<file path="src/sv/ddd_pkg.sv">
// ----------------------------------------------------------------------------
// ddd_pkg
// Types, constants and calendar helpers for the date difference block.
// ----------------------------------------------------------------------------
package ddd_pkg;

    typedef enum logic [2:0] {
        ST_IDLE,
        ST_MOD_START,
        ST_MOD_END,
        ST_CHECK,
        ST_WALK,
        ST_DONE
    } state_t;

    localparam int DAY_W   = 5;
    localparam int MONTH_W = 4;
    localparam int YEAR_W  = 14;
    localparam int COUNT_W = 22;
    localparam int ACC_W   = 25;
    localparam int R400_W  = 9;

    localparam logic [YEAR_W-1:0]  YEAR_CYCLE = 14'd400;
    localparam logic [R400_W-1:0]  R400_LAST  = 9'd399;
    localparam logic [MONTH_W-1:0] JANUARY    = 4'd1;
    localparam logic [MONTH_W-1:0] FEBRUARY   = 4'd2;
    localparam logic [MONTH_W-1:0] DECEMBER   = 4'd12;
    localparam logic [COUNT_W-1:0] COUNT_MAX  = 22'h3FFFFF;

    // Year position within the 400-year cycle -> leap year.
    function automatic logic is_leap(input logic [R400_W-1:0] r400);
        is_leap = (r400[1:0] == 2'd0) && (r400 != 9'd100) && (r400 != 9'd200)
                  && (r400 != 9'd300);
    endfunction

    function automatic logic [DAY_W-1:0] month_days(input logic [MONTH_W-1:0] month,
                                                    input logic leap);
        case (month)
            4'd1:    month_days = 5'd31;
            4'd2:    month_days = leap ? 5'd29 : 5'd28;
            4'd3:    month_days = 5'd31;
            4'd4:    month_days = 5'd30;
            4'd5:    month_days = 5'd31;
            4'd6:    month_days = 5'd30;
            4'd7:    month_days = 5'd31;
            4'd8:    month_days = 5'd31;
            4'd9:    month_days = 5'd30;
            4'd10:   month_days = 5'd31;
            4'd11:   month_days = 5'd30;
            4'd12:   month_days = 5'd31;
            default: month_days = 5'd0;
        endcase
    endfunction

endpackage

</file>
<file path="src/sv/date_difference_in_days.sv">
// ----------------------------------------------------------------------------
// date_difference_in_days
// Gregorian day count between a start and an end date.
// ----------------------------------------------------------------------------
// One input word gives one output word. Each year is first reduced to its
// place in the 400-year cycle by repeated subtraction, then both dates are
// checked, and the count is built by walking month by month from the start
// month to the end month with one shared adder, one cycle per month. The
// input side is ready only while the block is idle; a finished result waits
// in the output register and does not hold off the next input word.
// Impossible dates give invalid_date = 1 and day_count = 0.
module date_difference_in_days #(
    parameter int YEAR_MAX = 9999
) (
    input  logic        clk,
    input  logic        rst_n,
    input  logic        s_tvalid,
    output logic        s_tready,
    // start_day[4:0], start_month[8:5], start_year[22:9], end_day[27:23],
    // end_month[31:28], end_year[45:32], include_end_day[46], zero[47]
    input  logic [47:0] s_tdata,
    output logic        m_tvalid,
    input  logic        m_tready,
    // day_count[21:0], invalid_date[22], zero[23]
    output logic [23:0] m_tdata
);

    localparam logic [15:0] YEAR_LIMIT = 16'(YEAR_MAX);

    ddd_pkg::state_t state_reg, state_next;
    logic out_valid_reg, out_valid_next;

    logic [ddd_pkg::DAY_W-1:0]   sd_reg, ed_reg;
    logic [ddd_pkg::MONTH_W-1:0] sm_reg, em_reg, cm_reg, cm_next;
    logic [ddd_pkg::YEAR_W-1:0]  sy_reg, ey_reg, cy_reg, cy_next;
    logic                        inc_reg;
    logic [ddd_pkg::YEAR_W-1:0]  rem_reg, rem_next;
    logic [ddd_pkg::R400_W-1:0]  sr_reg, sr_next, er_reg, er_next, cr_reg, cr_next;
    logic [ddd_pkg::ACC_W-1:0]   acc_reg, acc_next;
    logic                        bad_reg, bad_next;
    logic [23:0]                 out_reg, out_next;

    logic                        load;
    logic                        s_ok, e_ok, start_first;
    logic [ddd_pkg::ACC_W-1:0]   addend, sum;
    logic [ddd_pkg::ACC_W-1:0]   total;
    logic [ddd_pkg::COUNT_W-1:0] count;

    function automatic logic date_ok(input logic [ddd_pkg::DAY_W-1:0] d,
                                     input logic [ddd_pkg::MONTH_W-1:0] m,
                                     input logic [ddd_pkg::YEAR_W-1:0] y,
                                     input logic [ddd_pkg::R400_W-1:0] r);
        date_ok = (y != '0) && (16'(y) <= YEAR_LIMIT) && (m != '0)
                  && (m <= ddd_pkg::DECEMBER) && (d != '0)
                  && (d <= ddd_pkg::month_days(m, ddd_pkg::is_leap(r)));
    endfunction

    function automatic logic [ddd_pkg::ACC_W-1:0] ACC_W_EXT(
        input logic [ddd_pkg::DAY_W-1:0] v);
        ACC_W_EXT = {{(ddd_pkg::ACC_W-ddd_pkg::DAY_W){1'b0}}, v};
    endfunction

    assign s_tready = (state_reg == ddd_pkg::ST_IDLE);
    assign load     = s_tvalid && s_tready;
    assign m_tvalid = out_valid_reg;
    assign m_tdata  = out_reg;

    // shared adder
    assign addend = ACC_W_EXT(ddd_pkg::month_days(cm_reg, ddd_pkg::is_leap(cr_reg)));
    assign sum    = acc_reg + addend;

    assign s_ok        = date_ok(sd_reg, sm_reg, sy_reg, sr_reg);
    assign e_ok        = date_ok(ed_reg, em_reg, ey_reg, er_reg);
    assign start_first = {sy_reg, sm_reg, sd_reg} < {ey_reg, em_reg, ed_reg};
    assign total  = acc_reg + {{(ddd_pkg::ACC_W-1){1'b0}}, inc_reg};
    assign count  = (total > {3'b000, ddd_pkg::COUNT_MAX}) ? ddd_pkg::COUNT_MAX
                                                          : total[ddd_pkg::COUNT_W-1:0];

    always_comb
    begin
        state_next     = state_reg;
        out_valid_next = out_valid_reg;
        rem_next       = rem_reg;
        sr_next        = sr_reg;
        er_next        = er_reg;
        cr_next        = cr_reg;
        cm_next        = cm_reg;
        cy_next        = cy_reg;
        acc_next       = acc_reg;
        bad_next       = bad_reg;
        out_next       = out_reg;
        if (out_valid_reg && m_tready)
        begin
            out_valid_next = 1'b0;
        end
        case (state_reg)
            ddd_pkg::ST_IDLE:
            begin
                if (load)
                begin
                    rem_next   = s_tdata[22:9];
                    state_next = ddd_pkg::ST_MOD_START;
                end
            end
            ddd_pkg::ST_MOD_START:
            begin
                if (rem_reg >= ddd_pkg::YEAR_CYCLE)
                begin
                    rem_next = rem_reg - ddd_pkg::YEAR_CYCLE;
                end
                else
                begin
                    sr_next    = rem_reg[ddd_pkg::R400_W-1:0];
                    rem_next   = ey_reg;
                    state_next = ddd_pkg::ST_MOD_END;
                end
            end
            ddd_pkg::ST_MOD_END:
            begin
                if (rem_reg >= ddd_pkg::YEAR_CYCLE)
                begin
                    rem_next = rem_reg - ddd_pkg::YEAR_CYCLE;
                end
                else
                begin
                    er_next    = rem_reg[ddd_pkg::R400_W-1:0];
                    state_next = ddd_pkg::ST_CHECK;
                end
            end
            ddd_pkg::ST_CHECK:
            begin
                cm_next    = sm_reg;
                cy_next    = sy_reg;
                cr_next    = sr_reg;
                bad_next   = !(s_ok && e_ok);
                acc_next   = '0;
                state_next = ddd_pkg::ST_DONE;
                if (s_ok && e_ok && start_first)
                begin
                    // days of the end month minus days already gone in start month
                    acc_next   = ACC_W_EXT(ed_reg) - ACC_W_EXT(sd_reg);
                    state_next = ddd_pkg::ST_WALK;
                end
            end
            ddd_pkg::ST_WALK:
            begin
                if ((cm_reg == em_reg) && (cy_reg == ey_reg))
                begin
                    state_next = ddd_pkg::ST_DONE;
                end
                else
                begin
                    acc_next = sum;
                    if (cm_reg == ddd_pkg::DECEMBER)
                    begin
                        cm_next = ddd_pkg::JANUARY;
                        cy_next = cy_reg + 1'b1;
                        cr_next = (cr_reg == ddd_pkg::R400_LAST) ? '0 : cr_reg + 1'b1;
                    end
                    else
                    begin
                        cm_next = cm_reg + 1'b1;
                    end
                end
            end
            ddd_pkg::ST_DONE:
            begin
                if (!out_valid_reg || m_tready)
                begin
                    out_valid_next = 1'b1;
                    out_next       = bad_reg ? {1'b0, 1'b1, {ddd_pkg::COUNT_W{1'b0}}}
                                             : {1'b0, 1'b0, count};
                    state_next     = ddd_pkg::ST_IDLE;
                end
            end
            default:
            begin
                state_next = ddd_pkg::ST_IDLE;
            end
        endcase
    end

    always_ff @(posedge clk or negedge rst_n)
    begin
        if (!rst_n)
        begin
            state_reg     <= ddd_pkg::ST_IDLE;
            out_valid_reg <= 1'b0;
        end
        else
        begin
            state_reg     <= state_next;
            out_valid_reg <= out_valid_next;
        end
    end

    always_ff @(posedge clk)
    begin
        if (load)
        begin
            sd_reg  <= s_tdata[4:0];
            sm_reg  <= s_tdata[8:5];
            sy_reg  <= s_tdata[22:9];
            ed_reg  <= s_tdata[27:23];
            em_reg  <= s_tdata[31:28];
            ey_reg  <= s_tdata[45:32];
            inc_reg <= s_tdata[46];
        end
        rem_reg <= rem_next;
        sr_reg  <= sr_next;
        er_reg  <= er_next;
        cr_reg  <= cr_next;
        cm_reg  <= cm_next;
        cy_reg  <= cy_next;
        acc_reg <= acc_next;
        bad_reg <= bad_next;
        out_reg <= out_next;
    end

endmodule
</file>
<file path="config.mk">
export PLATFORM = sky130hd
export DESIGN_NAME = date_difference_in_days
export DESIGN_NICKNAME = d
export VERILOG_FILES = /design/src/sv/ddd_pkg.sv /design/src/sv/date_difference_in_days.sv
export SDC_FILE = /design/constraint.sdc
export NUM_CORES = 1
export LEC_CHECK = 0
export BUFFER_PORTS_ARGS = -buffer_cell sky130_fd_sc_hd__buf_2
export CORE_MARGIN = 4
export CORE_UTILIZATION = 41
export DETAILED_ROUTE_END_ITERATION = 6
export HOLD_SLACK_MARGIN = 0.06
export PLACE_DENSITY_LB_ADDON = 0.25
export SLEW_MARGIN = 20
export SYNTH_ARGS = -nofsm -noshare
export SYNTH_HDL_FRONTEND = slang
export SYNTH_SLANG_ARGS = --single-unit
</file>
<file path="constraint.sdc">
create_clock -name clk -period 4.2 [get_ports clk]
set_input_delay 0.21 -clock clk [delete_from_list [all_inputs] [get_ports clk]]
set_output_delay 0.21 -clock clk [all_outputs]
set_load 0.01 [all_outputs]
</file>
==> results of run 1 <==
==> placed cells by master (no fill, tap or decap), types with 11 or more instances in the layout <==
| master | Yosys | final |
|---|---|---|
| a21oi_1 | 26 | 26 |
| a22oi_1 | 11 | 11 |
| and3_1 | 11 | 11 |
| buf_2 | 3 | 75 |
| buf_4 | 1 | 12 |
| clkbuf_16 | 0 | 17 |
| dlygate4sd3_1 | 0 | 48 |
| edfxtp_1 | 155 | 155 |
| ha_1 | 54 | 54 |
| inv_1 | 50 | 50 |
| nand2_1 | 69 | 69 |
| nand2b_1 | 13 | 13 |
| nand3_1 | 23 | 23 |
| nand4_1 | 20 | 20 |
| nor2_1 | 33 | 33 |
| nor3_1 | 22 | 21 |
| nor4_1 | 13 | 13 |
| o21ai_0 | 75 | 75 |
| xnor2_1 | 55 | 55 |
| xor2_1 | 29 | 29 |
==> final timing paths <==
path / startpoint / endpoint / slack (ns) / cells past startpoint
max: cm_reg[0] / acc_reg[20] / 0.33 / 14
min: rst_n / m_tvalid / 0.11 / 2
max reg2reg: cm_reg[0] / acc_reg[20] / 0.33 / 14
min reg2reg: rem_reg[3] / sr_reg[3] / 0.49 / 0
max in group asynchronous: rst_n / state_reg[0] / 3.97 / 2
min in group clk: m_tready / m_tvalid / 0.11 / 3
==> logic make-up after synthesis <==
group                    Yosys count
adder cells (fa/ha/maj)           56
buffers and inverters             83
multiplexers                       2
AND/OR/NAND/NOR                  250
flip-flops                       159
XOR/XNOR                          84
AO/OA/AOI/OAI                    194
other                              1
==> area by class of cell <==
cell class	instances	area (µm²)	share of cell area (%)
Multi-Input combinational cell	587	4090	37.57
Timing Repair Buffer	135	945.9	8.690
Sequential cell	159	4755	43.68
Clock buffer	18	429.2	3.943
Clock inverter	14	127.6	1.172
Inverter	50	187.7	1.724
Tap cell	280	350.3	3.218
==> power groups by stage <==
stage          logic, mW  clock network, mW  registers [mW]
2_1_floorplan       1.78                  0            2.73
3_5_place_dp        2.26                  0            2.95
5_1_grt             2.61               1.57            2.99
4_1_cts             2.31               1.50            2.92
3_3_place_gp        2.22                  0            2.94
6_report            2.30               1.47            2.92
==> timing repair <==
action	4_1_cts	5_1_grt
hold buffers	48	0
gates resized for setup	0	0
endpoints found under the setup margin	0	0
endpoints found under the hold margin	51	0
==> critical path, stage by stage (launching register included) <==
cell and delay, ns:
edfxtp_1 0.50, inv_1 0.15, ha_1 0.21, nor2b_1 0.21, o2111ai_1 0.15, a22oi_1 0.23, ha_1 0.21, inv_1 0.06
fa_1 0.39, nor2b_1 0.11, o21ai_0 0.10, a21boi_0 0.26, o211ai_1 0.34, or4_1 0.60, a31oi_1 0.17
==> per-stage QoR <==
step                cell area (µm²)  cells  hold WS [ns]  worst slack [ns]
floorplan                      9159    829      -0.08559            0.7083
global placement               9847   1163       0.01922            0.5041
detailed placement             9847   1163       0.01908            0.3496
CTS                           10880   1243       0.09376            0.3284
global route                  10890   1243        0.1238           0.03460
finish                        10890   1243        0.1073            0.3311
==> layer usage <==
metal	track usage [%]	share of wire, %
met5	0	0
met1	23.07	44
met4	5.326	1.9
met2	29.98	50
met3	3.079	4.0
==> qor.csv, run 1 <==
metric,value,unit
outcome,completed,
synthArstFlopShare,2.516,%
synth_compound_area_share,13.69,%
maxCapViolCount,0,
die_h,157.5,µm
grt_max_degree,48,
p_leak,4.039,nW
crit_required,4.46,ns
largest_reg_flops,25,
path_max_fanout,11,
drtIter0Drc,413,
n_fill_cell,1988,
grt_pass1_wl,34500,µm
finalHoldViolations,0,
critPathKind,reg2reg,
io_pins,78,
route.vias.total,6811,
synthTopCellsByArea,"edfxtp_1, ha_1, xnor2_1",
startpoint_type,flop,
power.density,614.6,nW/µm²
tightest_slew,1.038,ns
ys_top_cells_by_count,"edfxtp_1, o21ai_0, nand2_1, xnor2_1, ha_1",
clk_latency,0.43,ns
synth_adder_area_share,7.814,%
synth.most_common_cell,edfxtp_1,
start_util,41.84,%
relSlewSlack,30.78,%
synth_cell_types,67,
p_int,4.113,mW
synth_nets,937,
synth_top_family_by_area,simple AND/OR/NAND/NOR gates,
fin_crit,3.869,ns
hp-class,in2async,
totalWireLength,21200,µm
globalplace.congestion,0.8609,
clock-sinks,159,
ctsHtreeMaxLevel,4,
synth-xor-area-share,8.033,%
overflow,0,
diodes,0,
fmax,258.5,MHz
grtUsageTotal,17.62,%
synth-edff-count,155,
synthCells,829,
die_area,24790,µm²
setup_viol,0,
drcViolationCount,0,
rows,54,
skew,0.01504,ns
end_kind,flop,
ir_drop,402.3,µV
slew_viol_final,0,
syn_to_final_growth,18.85,%
port_buffers,75,
p_sw_share,38.53,%
yosys.area_share.simple,14.70,%
seq_area_frac_synth,51.91,%
clock_power_share,22.0,%
utilization,49.73,%
die_x,157.5,µm
p_total,6.691,mW
ys_ff_latch,159,
muxShareOfSynthArea,0.2186,%
synth.cell_area,9159,µm²
antenna_found_initial,0,
synth_top_area_share,50.82,%
power_frac_seq,43.7,%
yosysWarnings,0,
syn_avg_cell_area,11.05,µm²
pwr-share-comb,34.3,%
grt_pass1_vias,6680,
avgViaCountPerCell,5.479,
fin_nets,1058,
cts_tree,yes,
fin_crit_sh,92.12,%
cts_buffers,17,
drive_above_1_share,15.26,%
cts_root_buf,clkbuf_16,
wl_per_cell,17.06,µm
firstDrtPassIters,5,
core_area,21890,µm²
clock_path_buffers,2,
dp.final_hpwl,14800,µm
cts.clk_slew.worst_paths,0.07,ns
synth.largest_area_cell,edfxtp_1,
fin_setup_tns,0,ns
synth_flop_cell,edfxtp_1,
rsz0062_at_grt,false,
p_sw,2.578,mW
cp_data_arrival_time,4.13,ns
cts_setup_buffers,0,
final_antenna_net_count,0,
No activity file was read; power rests on OpenSTA's default activity.
==> inputs of run 2 (changes only) <==
--- a/config.mk
+++ b/config.mk
@@ -11,6 +11,7 @@
 export DETAILED_ROUTE_END_ITERATION = 6
 export HOLD_SLACK_MARGIN = 0.06
 export PLACE_DENSITY_LB_ADDON = 0.25
+export REMOVE_ABC_BUFFERS = 1
 export SLEW_MARGIN = 20
 export SYNTH_ARGS = -nofsm -noshare
 export SYNTH_HDL_FRONTEND = slang
==> qor.csv, run 2 (synthesis gave the netlist of run 1 again) <==
metric,value,unit
totalWireLength,20980,µm
maxCapViolCount,0,
clk_latency,0.44,ns
rsz0062_at_grt,false,
outcome,completed,
cp_data_arrival_time,3.98,ns
ir_drop,339.2,µV
drive_above_1_share,15.44,%
dp_cells,1165,
rrSetupSlack,0.49,ns
syn_to_final_growth,19.40,%
cts_resized,0,
fin_nets,1060,
overflow,0,
die_area,24790,µm²
cp_cell_sequence,inv_1 > ha_1 > nor2b_1 > o2111ai_1 > a22oi_1 > ha_1 > inv_1 > fa_1 > nor2b_1 > o21ai_0 > a21boi_0 > o211ai_1 > or4_1 > a31oi_1,
crit_required,4.46,ns
fin_setup_tns,0,ns
layout_commonest_cell,edfxtp_1,
relSlewSlack,33.87,%
drcViolationCount,0,
slowest_stage,or4_1,
finalHoldViolations,0,
wl_per_cell,16.85,µm
end_kind,flop,
clock-sinks,159,
setup_viol,0,
firstDrtPassIters,5,
tightest_slew,0.9919,ns
grtUsageTotal,17.58,%
ctsHtreeMaxLevel,4,
max_stage_delay,0.57,ns
cts_buffers,17,
grt_max_degree,48,
cts.clk_slew.worst_paths,0.07,ns
die_h,157.5,µm
antenna_found_initial,0,
start_util,41.84,%
slew_viol_final,0,
critPathKind,reg2reg,
p_leak,4.073,nW
dp.final_hpwl,14770,µm
r2r_start,cm_reg[0],
io_pins,78,
clock_path_buffers,2,
path_max_fanout,6,
fin_crit,3.712,ns
skew,0.01884,ns
avgViaCountPerCell,5.443,
finalNonFillerCells,1245,
diodes,0,
drtIter0Drc,522,
hp-class,in2async,
power.density,622.4,nW/µm²
startpoint_type,flop,
cts_tree,yes,
grt_pass1_wl,34470,µm
critical_path.startpoint,cm_reg[0],
fin_crit_sh,88.39,%
globalplace.congestion,0.8403,
core_area,21890,µm²
grt_pass1_vias,6710,
largest_reg_flops,25,
final_cell_mix,"edfxtp_1, o21ai_0, buf_2",
fmax,269.4,MHz
utilization,49.95,%
port_buffers,75,
die_x,157.5,µm
final_antenna_net_count,0,
route.vias.total,6776,
cts_root_buf,clkbuf_16,
rows,54,
[run 2: worst paths after layout]
check	end	depth (start not counted)
worst max register to register	acc_reg[20]	14
worst max-delay path	acc_reg[20]	14
max in group asynchronous	state_reg[0]	2
min in group clk	m_tvalid	3
worst min-delay path	state_reg[1]	2
worst min register to register	er_reg[2]	0
[run 2: power by group]
group	total, mW	internal [mW]	leakage [nW]	switching (mW)
Combinational	2.32	0.952	2.30	1.37
Sequential	2.91	2.38	1.48	0.527
Clock	1.57	0.852	0.289	0.721
[run 2: area by class of cell]
cell class,instances,area (µm²)
clock buffer,18,429.2
clock inverter,14,162.7
sequential,159,4755
timing repair buffer,137,960.9
fill,2010,10960
tap,280,350.3
inverter,50,187.7
multi-input combinational,587,4090
[run 2: stage by stage]
step           setup slack [ns]  cell area, µm²  hold slack (ns)  power (mW)
3_5_place_dp             0.4881            9862          0.01859       5.215
4_1_cts                  0.4355           10930          0.09725       6.832
6_report                 0.4877           10940           0.1126       6.806
3_3_place_gp             0.6092            9862          0.01892       5.167
5_1_grt                  0.1360           10940           0.1204       7.281
2_1_floorplan           -0.3667            9017         -0.08559       4.454
[run 2: timing repair]
action / CTS / global route
setup buffers: 0 / 0
endpoints found under the hold margin: 51 / 0
hold buffers: 48 / 0
[run 2: routing by layer]
layer  global-route usage (%)  part of all wire, %  up-vias
met4                    4.588                  1.7        0
met2                    30.14                   49      196
met1                    23.06                   45     3227
met3                    3.217                  4.5       30
met5                        0                    0        -
li1                         -                    -     3323
[run 2: critical path: cells and delay by family, from the launching register on]
| family | cells | cell delay, ns |
|---|---|---|
| and+or+nand+nor | 3 | 0.89 |
| adders and majority gates | 3 | 0.80 |
| buffers and inverters | 2 | 0.19 |
| AOI/OAI and AO/OA | 6 | 1.16 |
| DFF | 1 | 0.50 |
==> inputs of run 3 (changes only) <==
--- a/config.mk
+++ b/config.mk
@@ -5,7 +5,9 @@
 export SDC_FILE = /design/constraint.sdc
 export NUM_CORES = 1
 export LEC_CHECK = 0
+export ABC_AREA = 1
 export BUFFER_PORTS_ARGS = -buffer_cell sky130_fd_sc_hd__buf_2
+export CAP_MARGIN = 20
 export CORE_MARGIN = 4
 export CORE_UTILIZATION = 41
 export DETAILED_ROUTE_END_ITERATION = 6
==> qor.csv, run 3 <==
metric,value,unit
outcome,completed,
drive_above_1_share,11.12,%
crit_required,4.37,ns
startpoint_type,flop,
io_pins,78,
core_area,22710,µm²
hp-class,in2async,
largest_reg_flops,25,
seq_area_frac_synth,50.18,%
yosysWarnings,0,
synthTopCellsByArea,"edfxtp_1, nand2_1, ha_1",
cts_resized,0,
synth_adder_area_share,7.553,%
power.density,573.7,nW/µm²
globalplace.congestion,0.8823,
drcViolationCount,0,
ctsHtreeMaxLevel,4,
p_sw,2.525,mW
cp_cell_sequence,ha_1 > nor2_1 > o221a_2 > nand2_1 > inv_1 > nand2_1 > ha_1 > nand2_1 > o21ai_1 > nand2_1 > nand2_1 > inv_1 > nor2_2 > and2_1 > a21oi_1 > o21ai_0 > nand2_1,
finish.instance_area,11210,µm²
pwr-share-comb,35.5,%
critical-path-top-delay-family,simple AND/OR/NAND/NOR gates,
p_int,3.904,mW
dp.final_hpwl,15660,µm
clk_latency,0.43,ns
totalWireLength,21410,µm
skew,0.01711,ns
cts_root_buf,clkbuf_16,
die_area,25610,µm²
firstDrtPassIters,5,
synth_compound_area_share,7.844,%
cts_setup_buffers,0,
finalNonFillerCells,1508,
synth_flop_cell,edfxtp_1,
grt_pass1_wl,35810,µm
synthCells,1080,
placed_area,10190,µm²
p_leak,4.867,nW
cp_data_arrival_time,3.57,ns
synth.cell_area,9475,µm²
overflow,0,
clock_power_share,21.7,%
synth-edff-count,155,
synth_top_area_share,49.12,%
synth.largest_area_cell,edfxtp_1,
die_h,160.0,µm
p_sw_share,39.28,%
avgViaCountPerCell,4.948,
syn_avg_cell_area,8.773,µm²
power_frac_seq,42.8,%
slowest_stage,edfxtp_1,
port_buffers,75,
grtUsageTotal,17.02,%
tightest_slew,0.7925,ns
fin_nets,1319,
dp_cells,1428,
cts_tree,yes,
synth_top_family_by_area,simple AND/OR/NAND/NOR gates,
syn_to_final_growth,18.26,%
fin_crit_sh,80.99,%
die_x,160.0,µm
rsz0062_at_grt,false,
fmax,294.0,MHz
yosys.area_share.simple,22.50,%
final_antenna_net_count,0,
drtIter0Drc,476,
layout_commonest_cell,nand2_1,
fin_setup_tns,0,ns
synth.most_common_cell,nand2_1,
wl_per_cell,14.20,µm
clock_path_buffers,2,
pre_cts_slack,0.8534,ns
start_util,41.72,%
worst_slack,0.7985,ns
antenna_found_initial,0,
synth_cell_types,45,
final_cell_mix,"nand2_1, edfxtp_1, nor2_1",
postCtsHoldBufs,49,
relSlewSlack,47.17,%
max_stage_delay,0.50,ns
diodes,0,
grt_pass1_vias,7263,
muxShareOfSynthArea,0,%
utilization,49.34,%
cts_buffers,17,
fin_crit,3.401,ns
slew_viol_final,0,
end_kind,flop,
ir_drop,355.7,µV
clock-sinks,159,
critPathKind,reg2reg,
finalHoldViolations,0,
setup_viol,0,
ys_ff_latch,159,
route.vias.total,7462,
ys_top_cells_by_count,"nand2_1, edfxtp_1, nor2_1, inv_1, ha_1",
grt_max_degree,48,
path_max_fanout,6,
rows,55,
crit_top_cell,nand2_1,
maxCapViolCount,0,
worst-path-buf-inv,2,
synthArstFlopShare,2.516,%
n_fill_cell,2169,
synth-xor-area-share,5.176,%
cts.clk_slew.worst_paths,0.06,ns
-- run 3: worst paths after layout --
kind,start,end,slack [ns],cells past startpoint
setup / recovery,cm_reg[0],acc_reg[11],0.80,17
hold / removal,rst_n,m_tvalid,0.14,2
setup reg to reg,cm_reg[0],acc_reg[11],0.80,17
hold reg to reg,rem_reg[0],er_reg[0],0.51,0
max in group asynchronous,rst_n,state_reg[2],3.92,2
min in group clk,s_tvalid,state_reg[1],0.47,7
-- run 3: final cells by class --
class	count	area, µm²	share of cell area [%]
Sequential cell	159	4755	42.43
Timing Repair Buffer	133	933.4	8.330
Clock buffer	18	429.2	3.830
Tap cell	285	356.6	3.182
Inverter	142	533.0	4.757
Clock inverter	13	92.59	0.8263
Multi-Input combinational cell	758	4106	36.65
-- run 3: worst reg2reg max path, cell delays in order, from the launching register on --
cell      delay, ns
edfxtp_1       0.50
ha_1           0.28
nor2_1         0.16
o221a_2        0.22
nand2_1        0.08
inv_1          0.10
nand2_1        0.12
ha_1           0.37
nand2_1        0.08
o21ai_1        0.23
nand2_1        0.08
nand2_1        0.14
inv_1          0.09
nor2_2         0.26
and2_1         0.23
a21oi_1        0.07
o21ai_0        0.10
nand2_1        0.06
-- run 3: power by group through the flow --
stage / sequential [mW] / clock, mW / combinational (mW)
2_1_floorplan: 2.68 / 0 / 1.65
3_3_place_gp: 2.77 / 0 / 2.18
3_5_place_dp: 2.78 / 0 / 2.24
4_1_cts: 2.75 / 1.43 / 2.29
5_1_grt: 2.80 / 1.49 / 2.63
6_report: 2.75 / 1.40 / 2.28
-- run 3: cells by family after synthesis --
logic type	Yosys count
simple gates	511
xor+xnor	56
other cells	1
compound gates	134
fa+ha+maj	56
buf+inv	163
flops	159
-- run 3: layer usage --
layer	track usage, %	wire length (µm)	vias to the layer above
met5	0	0	-
met4	5.280	342	0
met3	2.529	948	28
met2	27.59	9880	187
met1	23.70	10240	3395
li1	-	-	3852
-- run 3: through the flow --
step	hold WS, ns	power (mW)
after floorplan	-0.08559	4.330
after global placement	0.03003	4.952
after detailed placement	0.03098	5.014
after CTS	0.1173	6.466
after global routing	0.1554	6.930
final	0.1399	6.429
